File: src/rtl/mhrs_pkg.sv
// Types and constants shared by the homing sequencer modules.
package mhrs_pkg;

  localparam int NUM_ACTUATORS = 16;
  localparam int ACT_IDX_W = $clog2(NUM_ACTUATORS);
  localparam int LIMIT_BITS = 23;
  localparam int LIM_IDX_W = $clog2(LIMIT_BITS);
  localparam int STEP_W = 5;
  localparam int ADDR_W = 4;

  localparam logic [15:0] ALARM_DEFAULT_MS = 16'd2000;

  localparam logic [1:0] CMD_SCAN = 2'd0;
  localparam logic [1:0] CMD_START = 2'd1;
  localparam logic [1:0] CMD_CANCEL = 2'd2;

  localparam logic [1:0] ABORT_NONE = 2'd0;
  localparam logic [1:0] ABORT_GATE = 2'd1;
  localparam logic [1:0] ABORT_ALL = 2'd2;

  localparam logic [1:0] REG_ALARM = 2'd0;
  localparam logic [1:0] REG_XFER_EL = 2'd1;
  localparam logic [1:0] REG_UD_EL = 2'd2;

  localparam logic [STEP_W-1:0] S_IDLE = 5'd0;
  localparam logic [STEP_W-1:0] S_BPIN_WAIT = 5'd1;
  localparam logic [STEP_W-1:0] S_LIFT_WAIT = 5'd2;
  localparam logic [STEP_W-1:0] S_TDF_OC_CHK = 5'd3;
  localparam logic [STEP_W-1:0] S_TDF_OC_WAIT = 5'd4;
  localparam logic [STEP_W-1:0] S_TDF_CHK = 5'd5;
  localparam logic [STEP_W-1:0] S_TDF_WAIT = 5'd6;
  localparam logic [STEP_W-1:0] S_BDF_CHK = 5'd7;
  localparam logic [STEP_W-1:0] S_BDF_WAIT = 5'd8;
  localparam logic [STEP_W-1:0] S_COOL_START = 5'd9;
  localparam logic [STEP_W-1:0] S_COOL_WAIT = 5'd10;
  localparam logic [STEP_W-1:0] S_HOOK_CHK = 5'd11;
  localparam logic [STEP_W-1:0] S_HOOK_WAIT = 5'd12;
  localparam logic [STEP_W-1:0] S_CLAMP_CHK = 5'd13;
  localparam logic [STEP_W-1:0] S_CLAMP_WAIT = 5'd14;
  localparam logic [STEP_W-1:0] S_CLAMP2_CHK = 5'd15;
  localparam logic [STEP_W-1:0] S_CLAMP2_WAIT = 5'd16;
  localparam logic [STEP_W-1:0] S_SUB_START = 5'd17;
  localparam logic [STEP_W-1:0] S_SUB_WAIT = 5'd18;
  localparam logic [STEP_W-1:0] S_XFER_CHK = 5'd19;
  localparam logic [STEP_W-1:0] S_XFER_WAIT = 5'd20;
  localparam logic [STEP_W-1:0] S_ROBOT_CHK = 5'd21;
  localparam logic [STEP_W-1:0] S_ROBOT_WAIT = 5'd22;
  localparam logic [STEP_W-1:0] S_CARR_CHK = 5'd23;
  localparam logic [STEP_W-1:0] S_CARR_WAIT = 5'd24;
  localparam logic [STEP_W-1:0] S_SKIP_WAIT = 5'd25;
  localparam logic [STEP_W-1:0] S_BPDN_CHK = 5'd26;
  localparam logic [STEP_W-1:0] S_BPDN_WAIT = 5'd27;
  localparam logic [STEP_W-1:0] S_DONE = 5'd28;
  localparam logic [STEP_W-1:0] S_FINISHED = 5'd29;
  localparam logic [STEP_W-1:0] S_STOPALL = 5'd30;
  localparam logic [STEP_W-1:0] S_FAULTED = 5'd31;

  localparam logic [ACT_IDX_W-1:0] A_BPIN = 4'd0;
  localparam logic [ACT_IDX_W-1:0] A_BPIN2 = 4'd1;
  localparam logic [ACT_IDX_W-1:0] A_LIFT = 4'd2;
  localparam logic [ACT_IDX_W-1:0] A_TDF_OC = 4'd3;
  localparam logic [ACT_IDX_W-1:0] A_TDF = 4'd4;
  localparam logic [ACT_IDX_W-1:0] A_BDF = 4'd5;
  localparam logic [ACT_IDX_W-1:0] A_COOL1 = 4'd6;
  localparam logic [ACT_IDX_W-1:0] A_COOL2 = 4'd7;
  localparam logic [ACT_IDX_W-1:0] A_COOL3 = 4'd8;
  localparam logic [ACT_IDX_W-1:0] A_HOOK = 4'd9;
  localparam logic [ACT_IDX_W-1:0] A_CLAMP = 4'd10;
  localparam logic [ACT_IDX_W-1:0] A_SUB = 4'd11;
  localparam logic [ACT_IDX_W-1:0] A_BSUB = 4'd12;
  localparam logic [ACT_IDX_W-1:0] A_XFER = 4'd13;
  localparam logic [ACT_IDX_W-1:0] A_ROBOT = 4'd14;
  localparam logic [ACT_IDX_W-1:0] A_CARR = 4'd15;

  localparam logic [LIM_IDX_W-1:0] L_CARR_BACK = 5'd0;
  localparam logic [LIM_IDX_W-1:0] L_CLAMP_OPEN = 5'd1;
  localparam logic [LIM_IDX_W-1:0] L_TDF_BACK = 5'd5;
  localparam logic [LIM_IDX_W-1:0] L_BDF_BACK = 5'd6;
  localparam logic [LIM_IDX_W-1:0] L_TDF_OPEN = 5'd7;
  localparam logic [LIM_IDX_W-1:0] L_ROBOT_OPEN = 5'd10;
  localparam logic [LIM_IDX_W-1:0] L_HOOK_BACK = 5'd13;
  localparam logic [LIM_IDX_W-1:0] L_XFER_BACK = 5'd14;
  localparam logic [LIM_IDX_W-1:0] L_XFER_CAL = 5'd15;
  localparam logic [LIM_IDX_W-1:0] L_UD_UP = 5'd16;
  localparam logic [LIM_IDX_W-1:0] L_UD_CAL = 5'd17;
  localparam logic [LIM_IDX_W-1:0] L_BPIN_UP = 5'd18;
  localparam logic [LIM_IDX_W-1:0] L_BPIN2_UP = 5'd19;
  localparam logic [LIM_IDX_W-1:0] L_BPIN_DN = 5'd20;
  localparam logic [LIM_IDX_W-1:0] L_BPIN2_DN = 5'd21;

  typedef struct packed {
    logic [1:0]               command;
    logic                     safe_gate_closed;
    logic [LIMIT_BITS-1:0]    limit_switches;
    logic [NUM_ACTUATORS-1:0] actuator_done;
    logic [NUM_ACTUATORS-1:0] actuator_fault;
    logic                     tick;
  } scan_t;

  typedef struct packed {
    logic [STEP_W-1:0]        seq_state;
    logic [NUM_ACTUATORS-1:0] start_mask;
    logic [NUM_ACTUATORS-1:0] clear_mask;
    logic [1:0]               abort_kind;
    logic                     aux_clamp_off;
    logic                     timer_running;
    logic [15:0]              elapsed_ms;
    logic                     finished;
    logic                     faulted;
  } result_t;

  typedef struct packed {
    logic [15:0] alarm_time_ms;
    logic        transfer_is_electric;
    logic        updown_is_electric;
  } cfg_t;

endpackage

File: src/rtl/mhrs_step.sv
// Next-state and output logic of the homing sequencer for one scan.
module mhrs_step #(
  parameter int TIMER_BITS = 16
) (
  input  mhrs_pkg::scan_t                 scan,
  input  mhrs_pkg::cfg_t                  cfg,
  input  logic [mhrs_pkg::STEP_W-1:0]     step,
  input  logic [TIMER_BITS-1:0]           watch_count,
  input  logic                            watch_enable,
  output logic [mhrs_pkg::STEP_W-1:0]     step_next,
  output logic [TIMER_BITS-1:0]           watch_count_next,
  output logic                            watch_enable_next,
  output mhrs_pkg::result_t               result
);
  import mhrs_pkg::*;

  localparam logic [1:0] M_NONE = 2'd0;
  localparam logic [1:0] M_WAIT = 2'd1;
  localparam logic [1:0] M_EACH = 2'd2;
  localparam logic [1:0] M_CHECK = 2'd3;

  localparam logic [TIMER_BITS-1:0] TMAX = '1;
  localparam logic [32:0] TMAX_W = (33'd1 << TIMER_BITS) - 33'd1;

  logic [STEP_W-1:0]        nxt;
  logic [NUM_ACTUATORS-1:0] startm;
  logic [NUM_ACTUATORS-1:0] clearm;
  logic [NUM_ACTUATORS-1:0] dn;
  logic [NUM_ACTUATORS-1:0] ft;
  logic [LIMIT_BITS-1:0]    sw;
  logic [1:0]               abort_kind;
  logic                     aux;
  logic                     en;
  logic [TIMER_BITS-1:0]    cnt;
  logic                     running;
  logic                     skip;
  logic [1:0]               mode;
  logic [NUM_ACTUATORS-1:0] wset;
  logic [STEP_W-1:0]        wnext;
  logic [LIM_IDX_W-1:0]     cbit;
  logic [ACT_IDX_W-1:0]     cact;
  logic [STEP_W-1:0]        cwait;
  logic [STEP_W-1:0]        cskip;
  logic [32:0]              limit_w;
  logic [32:0]              cnt_w;

  assign sw = scan.limit_switches;
  assign dn = scan.actuator_done;
  assign ft = scan.actuator_fault;
  assign running = (step >= S_BPIN_WAIT) && (step <= S_DONE);

  always_comb begin
    limit_w = (cfg.alarm_time_ms == 16'd0) ? 33'(ALARM_DEFAULT_MS) : 33'(cfg.alarm_time_ms);
    if (limit_w > TMAX_W) begin
      limit_w = TMAX_W;
    end
  end

  always_comb begin
    nxt = step;
    startm = '0;
    clearm = '0;
    abort_kind = ABORT_NONE;
    aux = 1'b0;
    en = watch_enable;
    cnt = watch_count;
    mode = M_NONE;
    wset = '0;
    wnext = step;
    cbit = L_CARR_BACK;
    cact = A_BPIN;
    cwait = step;
    cskip = step;
    skip = 1'b0;

    if (scan.command == CMD_CANCEL) begin
      nxt = S_IDLE;
      en = 1'b0;
      cnt = '0;
    end else if (scan.command == CMD_START) begin
      cnt = '0;
    end else if (!scan.safe_gate_closed && running) begin
      abort_kind = ABORT_GATE;
      en = 1'b0;
      nxt = S_IDLE;
    end else begin
      case (step)
        S_BPIN_WAIT: begin
          mode = M_EACH; wset[A_BPIN] = 1'b1; wset[A_BPIN2] = 1'b1; wnext = S_LIFT_WAIT;
        end
        S_LIFT_WAIT: begin
          mode = M_WAIT; wset[A_LIFT] = 1'b1; wnext = S_TDF_OC_CHK;
        end
        S_TDF_OC_CHK: begin
          mode = M_CHECK; cbit = L_TDF_OPEN; cact = A_TDF_OC;
          cwait = S_TDF_OC_WAIT; cskip = S_TDF_CHK;
        end
        S_TDF_OC_WAIT: begin
          mode = M_WAIT; wset[A_TDF_OC] = 1'b1; wnext = S_TDF_CHK;
        end
        S_TDF_CHK: begin
          mode = M_CHECK; cbit = L_TDF_BACK; cact = A_TDF;
          cwait = S_TDF_WAIT; cskip = S_BDF_CHK;
        end
        S_TDF_WAIT: begin
          mode = M_WAIT; wset[A_TDF] = 1'b1; wnext = S_BDF_CHK;
        end
        S_BDF_CHK: begin
          mode = M_CHECK; cbit = L_BDF_BACK; cact = A_BDF;
          cwait = S_BDF_WAIT; cskip = S_COOL_START;
        end
        S_BDF_WAIT: begin
          mode = M_WAIT; wset[A_BDF] = 1'b1; wnext = S_COOL_START;
        end
        S_COOL_START: begin
          startm[A_COOL1] = 1'b1; startm[A_COOL2] = 1'b1; startm[A_COOL3] = 1'b1;
          nxt = S_COOL_WAIT;
        end
        S_COOL_WAIT: begin
          mode = M_WAIT; wset[A_COOL1] = 1'b1; wset[A_COOL2] = 1'b1;
          wset[A_COOL3] = 1'b1; wnext = S_HOOK_CHK;
        end
        S_HOOK_CHK: begin
          mode = M_CHECK; cbit = L_HOOK_BACK; cact = A_HOOK;
          cwait = S_HOOK_WAIT; cskip = S_CLAMP_CHK;
        end
        S_HOOK_WAIT: begin
          mode = M_WAIT; wset[A_HOOK] = 1'b1; wnext = S_CLAMP_CHK;
        end
        S_CLAMP_CHK: begin
          mode = M_CHECK; cbit = L_CLAMP_OPEN; cact = A_CLAMP;
          cwait = S_CLAMP_WAIT; cskip = S_SUB_START;
        end
        S_CLAMP_WAIT: begin
          mode = M_WAIT; wset[A_CLAMP] = 1'b1; wnext = S_CLAMP2_CHK;
        end
        S_CLAMP2_CHK: begin
          mode = M_CHECK; cbit = L_CLAMP_OPEN; cact = A_CLAMP;
          cwait = S_CLAMP2_WAIT; cskip = S_XFER_CHK;
        end
        S_CLAMP2_WAIT: begin
          mode = M_WAIT; wset[A_CLAMP] = 1'b1; wnext = S_SUB_START;
        end
        S_SUB_START: begin
          startm[A_SUB] = 1'b1; startm[A_BSUB] = 1'b1;
          nxt = S_SUB_WAIT;
        end
        S_SUB_WAIT: begin
          mode = M_WAIT; wset[A_SUB] = 1'b1; wset[A_BSUB] = 1'b1; wnext = S_XFER_CHK;
        end
        S_XFER_CHK: begin
          mode = M_CHECK; cbit = L_XFER_BACK; cact = A_XFER;
          cwait = S_XFER_WAIT; cskip = S_ROBOT_CHK;
        end
        S_XFER_WAIT: begin
          mode = M_WAIT; wset[A_XFER] = 1'b1; wnext = S_ROBOT_CHK;
        end
        S_ROBOT_CHK: begin
          mode = M_CHECK; cbit = L_ROBOT_OPEN; cact = A_ROBOT;
          cwait = S_ROBOT_WAIT; cskip = S_CARR_CHK;
        end
        S_ROBOT_WAIT: begin
          mode = M_WAIT; wset[A_ROBOT] = 1'b1; wnext = S_CARR_CHK;
        end
        S_CARR_CHK: begin
          mode = M_CHECK; cbit = L_CARR_BACK; cact = A_CARR;
          cwait = S_CARR_WAIT; cskip = S_BPDN_CHK;
        end
        S_CARR_WAIT: begin
          mode = M_WAIT; wset[A_CARR] = 1'b1; wnext = S_BPDN_CHK;
        end
        S_SKIP_WAIT: begin
          mode = M_WAIT; wset[A_LIFT] = 1'b1; wnext = S_BPDN_CHK;
        end
        S_BPDN_CHK: begin
          if (!sw[L_BPIN_DN] || !sw[L_BPIN2_DN]) begin
            startm[A_BPIN] = 1'b1; startm[A_BPIN2] = 1'b1;
            nxt = S_BPDN_WAIT;
          end else begin
            nxt = S_DONE;
          end
        end
        S_BPDN_WAIT: begin
          mode = M_EACH; wset[A_BPIN] = 1'b1; wset[A_BPIN2] = 1'b1; wnext = S_DONE;
        end
        S_DONE: begin
          en = 1'b0;
          nxt = S_FINISHED;
        end
        S_STOPALL: begin
          en = 1'b0;
          abort_kind = ABORT_ALL;
          nxt = S_FAULTED;
        end
        default: begin
        end
      endcase
    end

    case (mode)
      M_CHECK: begin
        if (!sw[cbit]) begin
          startm[cact] = 1'b1;
          nxt = cwait;
        end else begin
          nxt = cskip;
        end
      end
      M_WAIT, M_EACH: begin
        if ((dn & wset) == wset) begin
          clearm = clearm | wset;
          nxt = wnext;
        end
        if ((ft & wset) != '0) begin
          clearm = clearm | ((mode == M_EACH) ? (ft & wset) : wset);
          nxt = S_STOPALL;
        end
      end
      default: begin
      end
    endcase

    if (scan.command == CMD_START) begin
      en = 1'b1;
      aux = 1'b1;
      startm[A_LIFT] = 1'b1;
      skip = (&sw[L_XFER_BACK:L_CARR_BACK])
             && (sw[L_XFER_CAL] || !cfg.transfer_is_electric)
             && sw[L_UD_UP]
             && (sw[L_UD_CAL] || !cfg.updown_is_electric);
      if (skip) begin
        nxt = S_SKIP_WAIT;
      end else if (!sw[L_BPIN_UP] || !sw[L_BPIN2_UP]) begin
        startm[A_BPIN] = 1'b1; startm[A_BPIN2] = 1'b1;
        nxt = S_BPIN_WAIT;
      end else begin
        nxt = S_LIFT_WAIT;
      end
    end

    if (en) begin
      if (scan.tick && (cnt != TMAX)) begin
        cnt = cnt + 1'b1;
      end
    end else begin
      cnt = '0;
    end
    cnt_w = 33'(cnt);
    if (en && (cnt_w >= limit_w)) begin
      en = 1'b0;
      nxt = S_STOPALL;
    end
  end

  assign step_next = nxt;
  assign watch_count_next = cnt;
  assign watch_enable_next = en;

  always_comb begin
    result.seq_state = nxt;
    result.start_mask = startm;
    result.clear_mask = clearm;
    result.abort_kind = abort_kind;
    result.aux_clamp_off = aux;
    result.timer_running = en;
    result.elapsed_ms = cnt_w[15:0];
    result.finished = (nxt == S_FINISHED);
    result.faulted = (nxt == S_STOPALL) || (nxt == S_FAULTED);
  end

endmodule

File: src/rtl/machine_home_reset_sequencer.sv
// Homing sequencer top level: request register, sequence state, result register, APB registers.
// One scan request is taken every clock while scan_stall is low; a request is captured in the
// request register, and the next-state logic loads its result from there into the result
// register. The sequence state, watchdog count and enable update once per scan, in the same
// cycle that the result register loads, so the throughput is one scan per clock when no
// result stall holds the result register.
// A stalled result holds the result register and, once the request register is also
// full, raises scan_stall. Registers: alarm_time_ms at 0x0, transfer_is_electric at
// 0x4, updown_is_electric at 0x8; write them only while no scan is in flight.
module machine_home_reset_sequencer #(
  parameter int TIMER_BITS = 16
) (
  input  logic                          clk,
  input  logic                          rst,
  input  logic                          psel,
  input  logic                          penable,
  input  logic                          pwrite,
  input  logic [mhrs_pkg::ADDR_W-1:0]   paddr,
  input  logic [31:0]                   pwdata,
  output logic [31:0]                   prdata,
  output logic                          pready,
  input  logic                          scan_valid,
  output logic                          scan_stall,
  input  mhrs_pkg::scan_t               scan,
  output logic                          result_valid,
  input  logic                          result_stall,
  output mhrs_pkg::result_t             result
);
  import mhrs_pkg::*;

  cfg_t                  cfg;
  scan_t                 scan_q;
  logic                  scan_q_valid;
  logic [STEP_W-1:0]     step;
  logic [STEP_W-1:0]     step_next;
  logic [TIMER_BITS-1:0] watch_count;
  logic [TIMER_BITS-1:0] watch_count_next;
  logic                  watch_enable;
  logic                  watch_enable_next;
  result_t               result_next;
  logic                  out_free;
  logic                  advance;
  logic                  cfg_write;

  assign pready = 1'b1;
  assign cfg_write = psel && penable && pwrite;
  assign out_free = !result_valid || !result_stall;
  assign advance = scan_q_valid && out_free;
  assign scan_stall = scan_q_valid && !out_free;

  always_ff @(posedge clk) begin
    if (rst) begin
      cfg.alarm_time_ms <= ALARM_DEFAULT_MS;
      cfg.transfer_is_electric <= 1'b0;
      cfg.updown_is_electric <= 1'b0;
    end else if (cfg_write) begin
      case (paddr[3:2])
        REG_ALARM: cfg.alarm_time_ms <= pwdata[15:0];
        REG_XFER_EL: cfg.transfer_is_electric <= pwdata[0];
        REG_UD_EL: cfg.updown_is_electric <= pwdata[0];
        default: begin
        end
      endcase
    end
  end

  always_comb begin
    case (paddr[3:2])
      REG_ALARM: prdata = {16'd0, cfg.alarm_time_ms};
      REG_XFER_EL: prdata = {31'd0, cfg.transfer_is_electric};
      REG_UD_EL: prdata = {31'd0, cfg.updown_is_electric};
      default: prdata = 32'd0;
    endcase
  end

  always_ff @(posedge clk) begin
    if (rst) begin
      scan_q_valid <= 1'b0;
    end else if (!scan_stall) begin
      scan_q_valid <= scan_valid;
    end
  end

  always_ff @(posedge clk) begin
    if (!scan_stall && scan_valid) begin
      scan_q <= scan;
    end
  end

  mhrs_step #(
    .TIMER_BITS(TIMER_BITS)
  ) u_step (
    .scan             (scan_q),
    .cfg              (cfg),
    .step             (step),
    .watch_count      (watch_count),
    .watch_enable     (watch_enable),
    .step_next        (step_next),
    .watch_count_next (watch_count_next),
    .watch_enable_next(watch_enable_next),
    .result           (result_next)
  );

  always_ff @(posedge clk) begin
    if (rst) begin
      step <= S_IDLE;
      watch_count <= '0;
      watch_enable <= 1'b0;
    end else if (advance) begin
      step <= step_next;
      watch_count <= watch_count_next;
      watch_enable <= watch_enable_next;
    end
  end

  always_ff @(posedge clk) begin
    if (rst) begin
      result_valid <= 1'b0;
    end else if (out_free) begin
      result_valid <= scan_q_valid;
    end
  end

  always_ff @(posedge clk) begin
    if (advance) begin
      result <= result_next;
    end
  end

endmodule

File: config.mk
export PLATFORM = sky130hd
export DESIGN_NAME = machine_home_reset_sequencer
export DESIGN_NICKNAME = d
export VERILOG_FILES = /design/src/rtl/mhrs_pkg.sv /design/src/rtl/mhrs_step.sv /design/src/rtl/machine_home_reset_sequencer.sv
export SDC_FILE = /design/constraint.sdc
export NUM_CORES = 1
export LEC_CHECK = 0
export ABC_AREA = 1
export BUFFER_PORTS_ARGS = -buffer_cell sky130_fd_sc_hd__buf_2
export CORE_MARGIN = 3
export CORE_UTILIZATION = 55
export DETAILED_ROUTE_END_ITERATION = 10
export PLACE_DENSITY = 0.8
export REMOVE_ABC_BUFFERS = 1
export SYNTH_ARGS = -nofsm -noshare
export SYNTH_HDL_FRONTEND = slang
export SYNTH_HIERARCHICAL = 1
export SYNTH_SLANG_ARGS = --single-unit
File: constraint.sdc
create_clock -name clk -period 5 [get_ports clk]
set_input_delay 0.5 -clock clk [delete_from_list [all_inputs] [get_ports clk]]
set_output_delay 0.5 -clock clk [all_outputs]
set_load 0.03 [all_outputs]
==> run metrics <==
area of the multi-input gates=3850 um^2; Synth warnings=6; highest-count cells in the layout ignoring fill and taps=202 x nand2_1, 182 x nor2_1, 159 x buf_2; CTS tree=yes; First-pass DRT Iterations=8; largest net degree at the start of global routing=60; final layout net count=between 1000 and 1500; most common cell after layout, fill and taps aside=nand2_1; Via Count=7987; Max-slew headroom=23.4%; Setup WS post-layout=0.283 ns; Placer Congestion=0.958; IO Count=roughly 200; P_sw=0.946 mW; Worst IR Drop VDD=~240 uV; initial core utilization=a little under three fifths; met2 Use GR=36.5%; crit path max fanout=4; Seq pwr share=45.5%; vias in the first global route=7097; f_max=212 MHz; antenna cells=0; Wirelength per Cell=15.1 um; row count=46; clock share of power=38.6%; Final Cycle Share=94.3%; Worst Setup Start Kind=flip-flop; Synth Instances=1108; remaining antenna violation count=0; Core Area=~16000 um^2; clock root cell=clkbuf_16; Die W=between 100 and 150 um; initial antenna violation count=2; Critical Path Most Common Cell=nand2_1; H-tree level count=4; DRT iter0 DRCs=679; Final Critical Period=4.72 ns; Total Power=approximately 3.4 mW; total grt overflow=0; Vias/cell=between 5 and 6; Place WS=approximately 0.015 ns; GRT met3 Usage=5.66%; CP Capture Type=flip-flop; Data arrival, critical path=5.03 ns; max-cap viol count=0; CTS sink count=159; Syn Area/Cell=8.19 um^2; Worst Hold Class=input pin to flip-flop; Inserted Clock Buffers=17; clk_lat worst skew=0.43 ns; crit-path max cell delay=between 0.4 and 0.5 ns; gr busiest metal=met2; status=finished clean; static leakage=4.75 nW; clock buffer depth=2; first-pass GRT wire length=35.3 mm; switching share of power=between 20% and 30%; Port Buffers=159; GRT Overall Usage=between 20% and 30%; Crit-path slowest cell=edfxtp_1; FF+latch area=4350 um^2; slew of the pin with the lowest slew margin=1.15 ns; power share of the combinational group=15.9%; Die H=between 100 and 150 um; layout cells sized above 1=23.2%; Int Pwr=between 2 and 2.5 mW; DRC viols=0; delay-heaviest family, CP=simple AND/OR/NAND/NOR gates; Req. time, crit path=5.31 ns; dpl hpwl=16.0 mm; pwr dens=317 nW/um^2; full die area=between 15000 and 20000 um^2; fill count=1370; final wirelength=22.4 mm; synthesized cell area=approximately 9100 um^2; GR Layer Usage met1=35.7%; clock-pin slew on the worst setup and hold paths=about 0.060 ns; Final Hold Fails=0; fin. max-slew vios=0; CP Class=flip-flop to flip-flop; endpoints failing setup=0; Crit path buffers/inverters=7; Synth-to-Final Area Change=17.0%; Post-Route Skew=0.00616 ns
[state kept, by name (all words and copies together), names as in the netlist]
register / cells
result: 59
scan_q: 58
cfg: 18
watch_count: 16
step: 5
result_valid: 1
scan_q_valid: 1
watch_enable: 1
[metrics by stage]
step                hold WS (ns)  util (%)  std cells  setup TNS, ns  cell area (um^2)
floorplan                  0.455         -       1052              0              8670
global placement           0.466      61.7       1446              0              9870
detailed placement         0.478      61.7       1446              0              9870
CTS                        0.232      65.5       1478              0             10500
global route               0.224      66.4       1483         -0.122             10600
finish                     0.243      66.4       1483              0             10600
[timing repair]
item / CTS / global route
hold buffers: 0 / 0
resized for setup: 1 / 24
setup buffers: 0 / 5
pin swaps: 0 / 6
setup endpoints to repair: 1 / 14
[layout make-up]
class,count,area share [%]
Multi-Input combinational cell,743,36.3
Clock buffer,21,4.73
Tap cell,216,2.54
Timing Repair Buffer,183,9.19
Inverter,150,5.31
Sequential cell,159,41.0
Clock inverter,11,0.942
[layer usage]
metal  part of all wire (%)  wire length, um
met4                    1.4              307
met2                     45            10000
met3                    9.2             2070
met1                     45            10000
met5                  0.094               21
[power groups by stage]
stage	clock network [mW]	registers (mW)	logic [mW]
2_1_floorplan	0	1.60	0.300
5_1_grt	1.39	1.54	0.587
4_1_cts	1.32	1.53	0.520
3_5_place_dp	0	1.56	0.516
3_3_place_gp	0	1.56	0.510
6_report	1.30	1.53	0.537
[worst register-to-register path: cells and delay by family, from the launching register on]
family | cells | cell delay [ns]
AOI/OAI and AO/OA | 4 | 0.75
adders and majority gates | 2 | 0.42
buffers and inverters | 7 | 0.84
DFF | 1 | 0.41
and+or+nand+nor | 18 | 2.20
[path summary, 6_finish.rpt]
kind	slack (ns)	from	cells after the start	end
max reg2reg	0.28	scan_q[57]$_DFFE_PP_	31	step[1]$_SDFFE_PP0P_
max	0.28	scan_q[57]$_DFFE_PP_	31	step[1]$_SDFFE_PP0P_
min	0.24	scan[48]	1	scan_q[48]$_DFFE_PP_
min reg2reg	0.49	watch_count[4]$_SDFFE_PP0P_	2	watch_count[4]$_SDFFE_PP0P_
(Power assumes the default switching activity.)
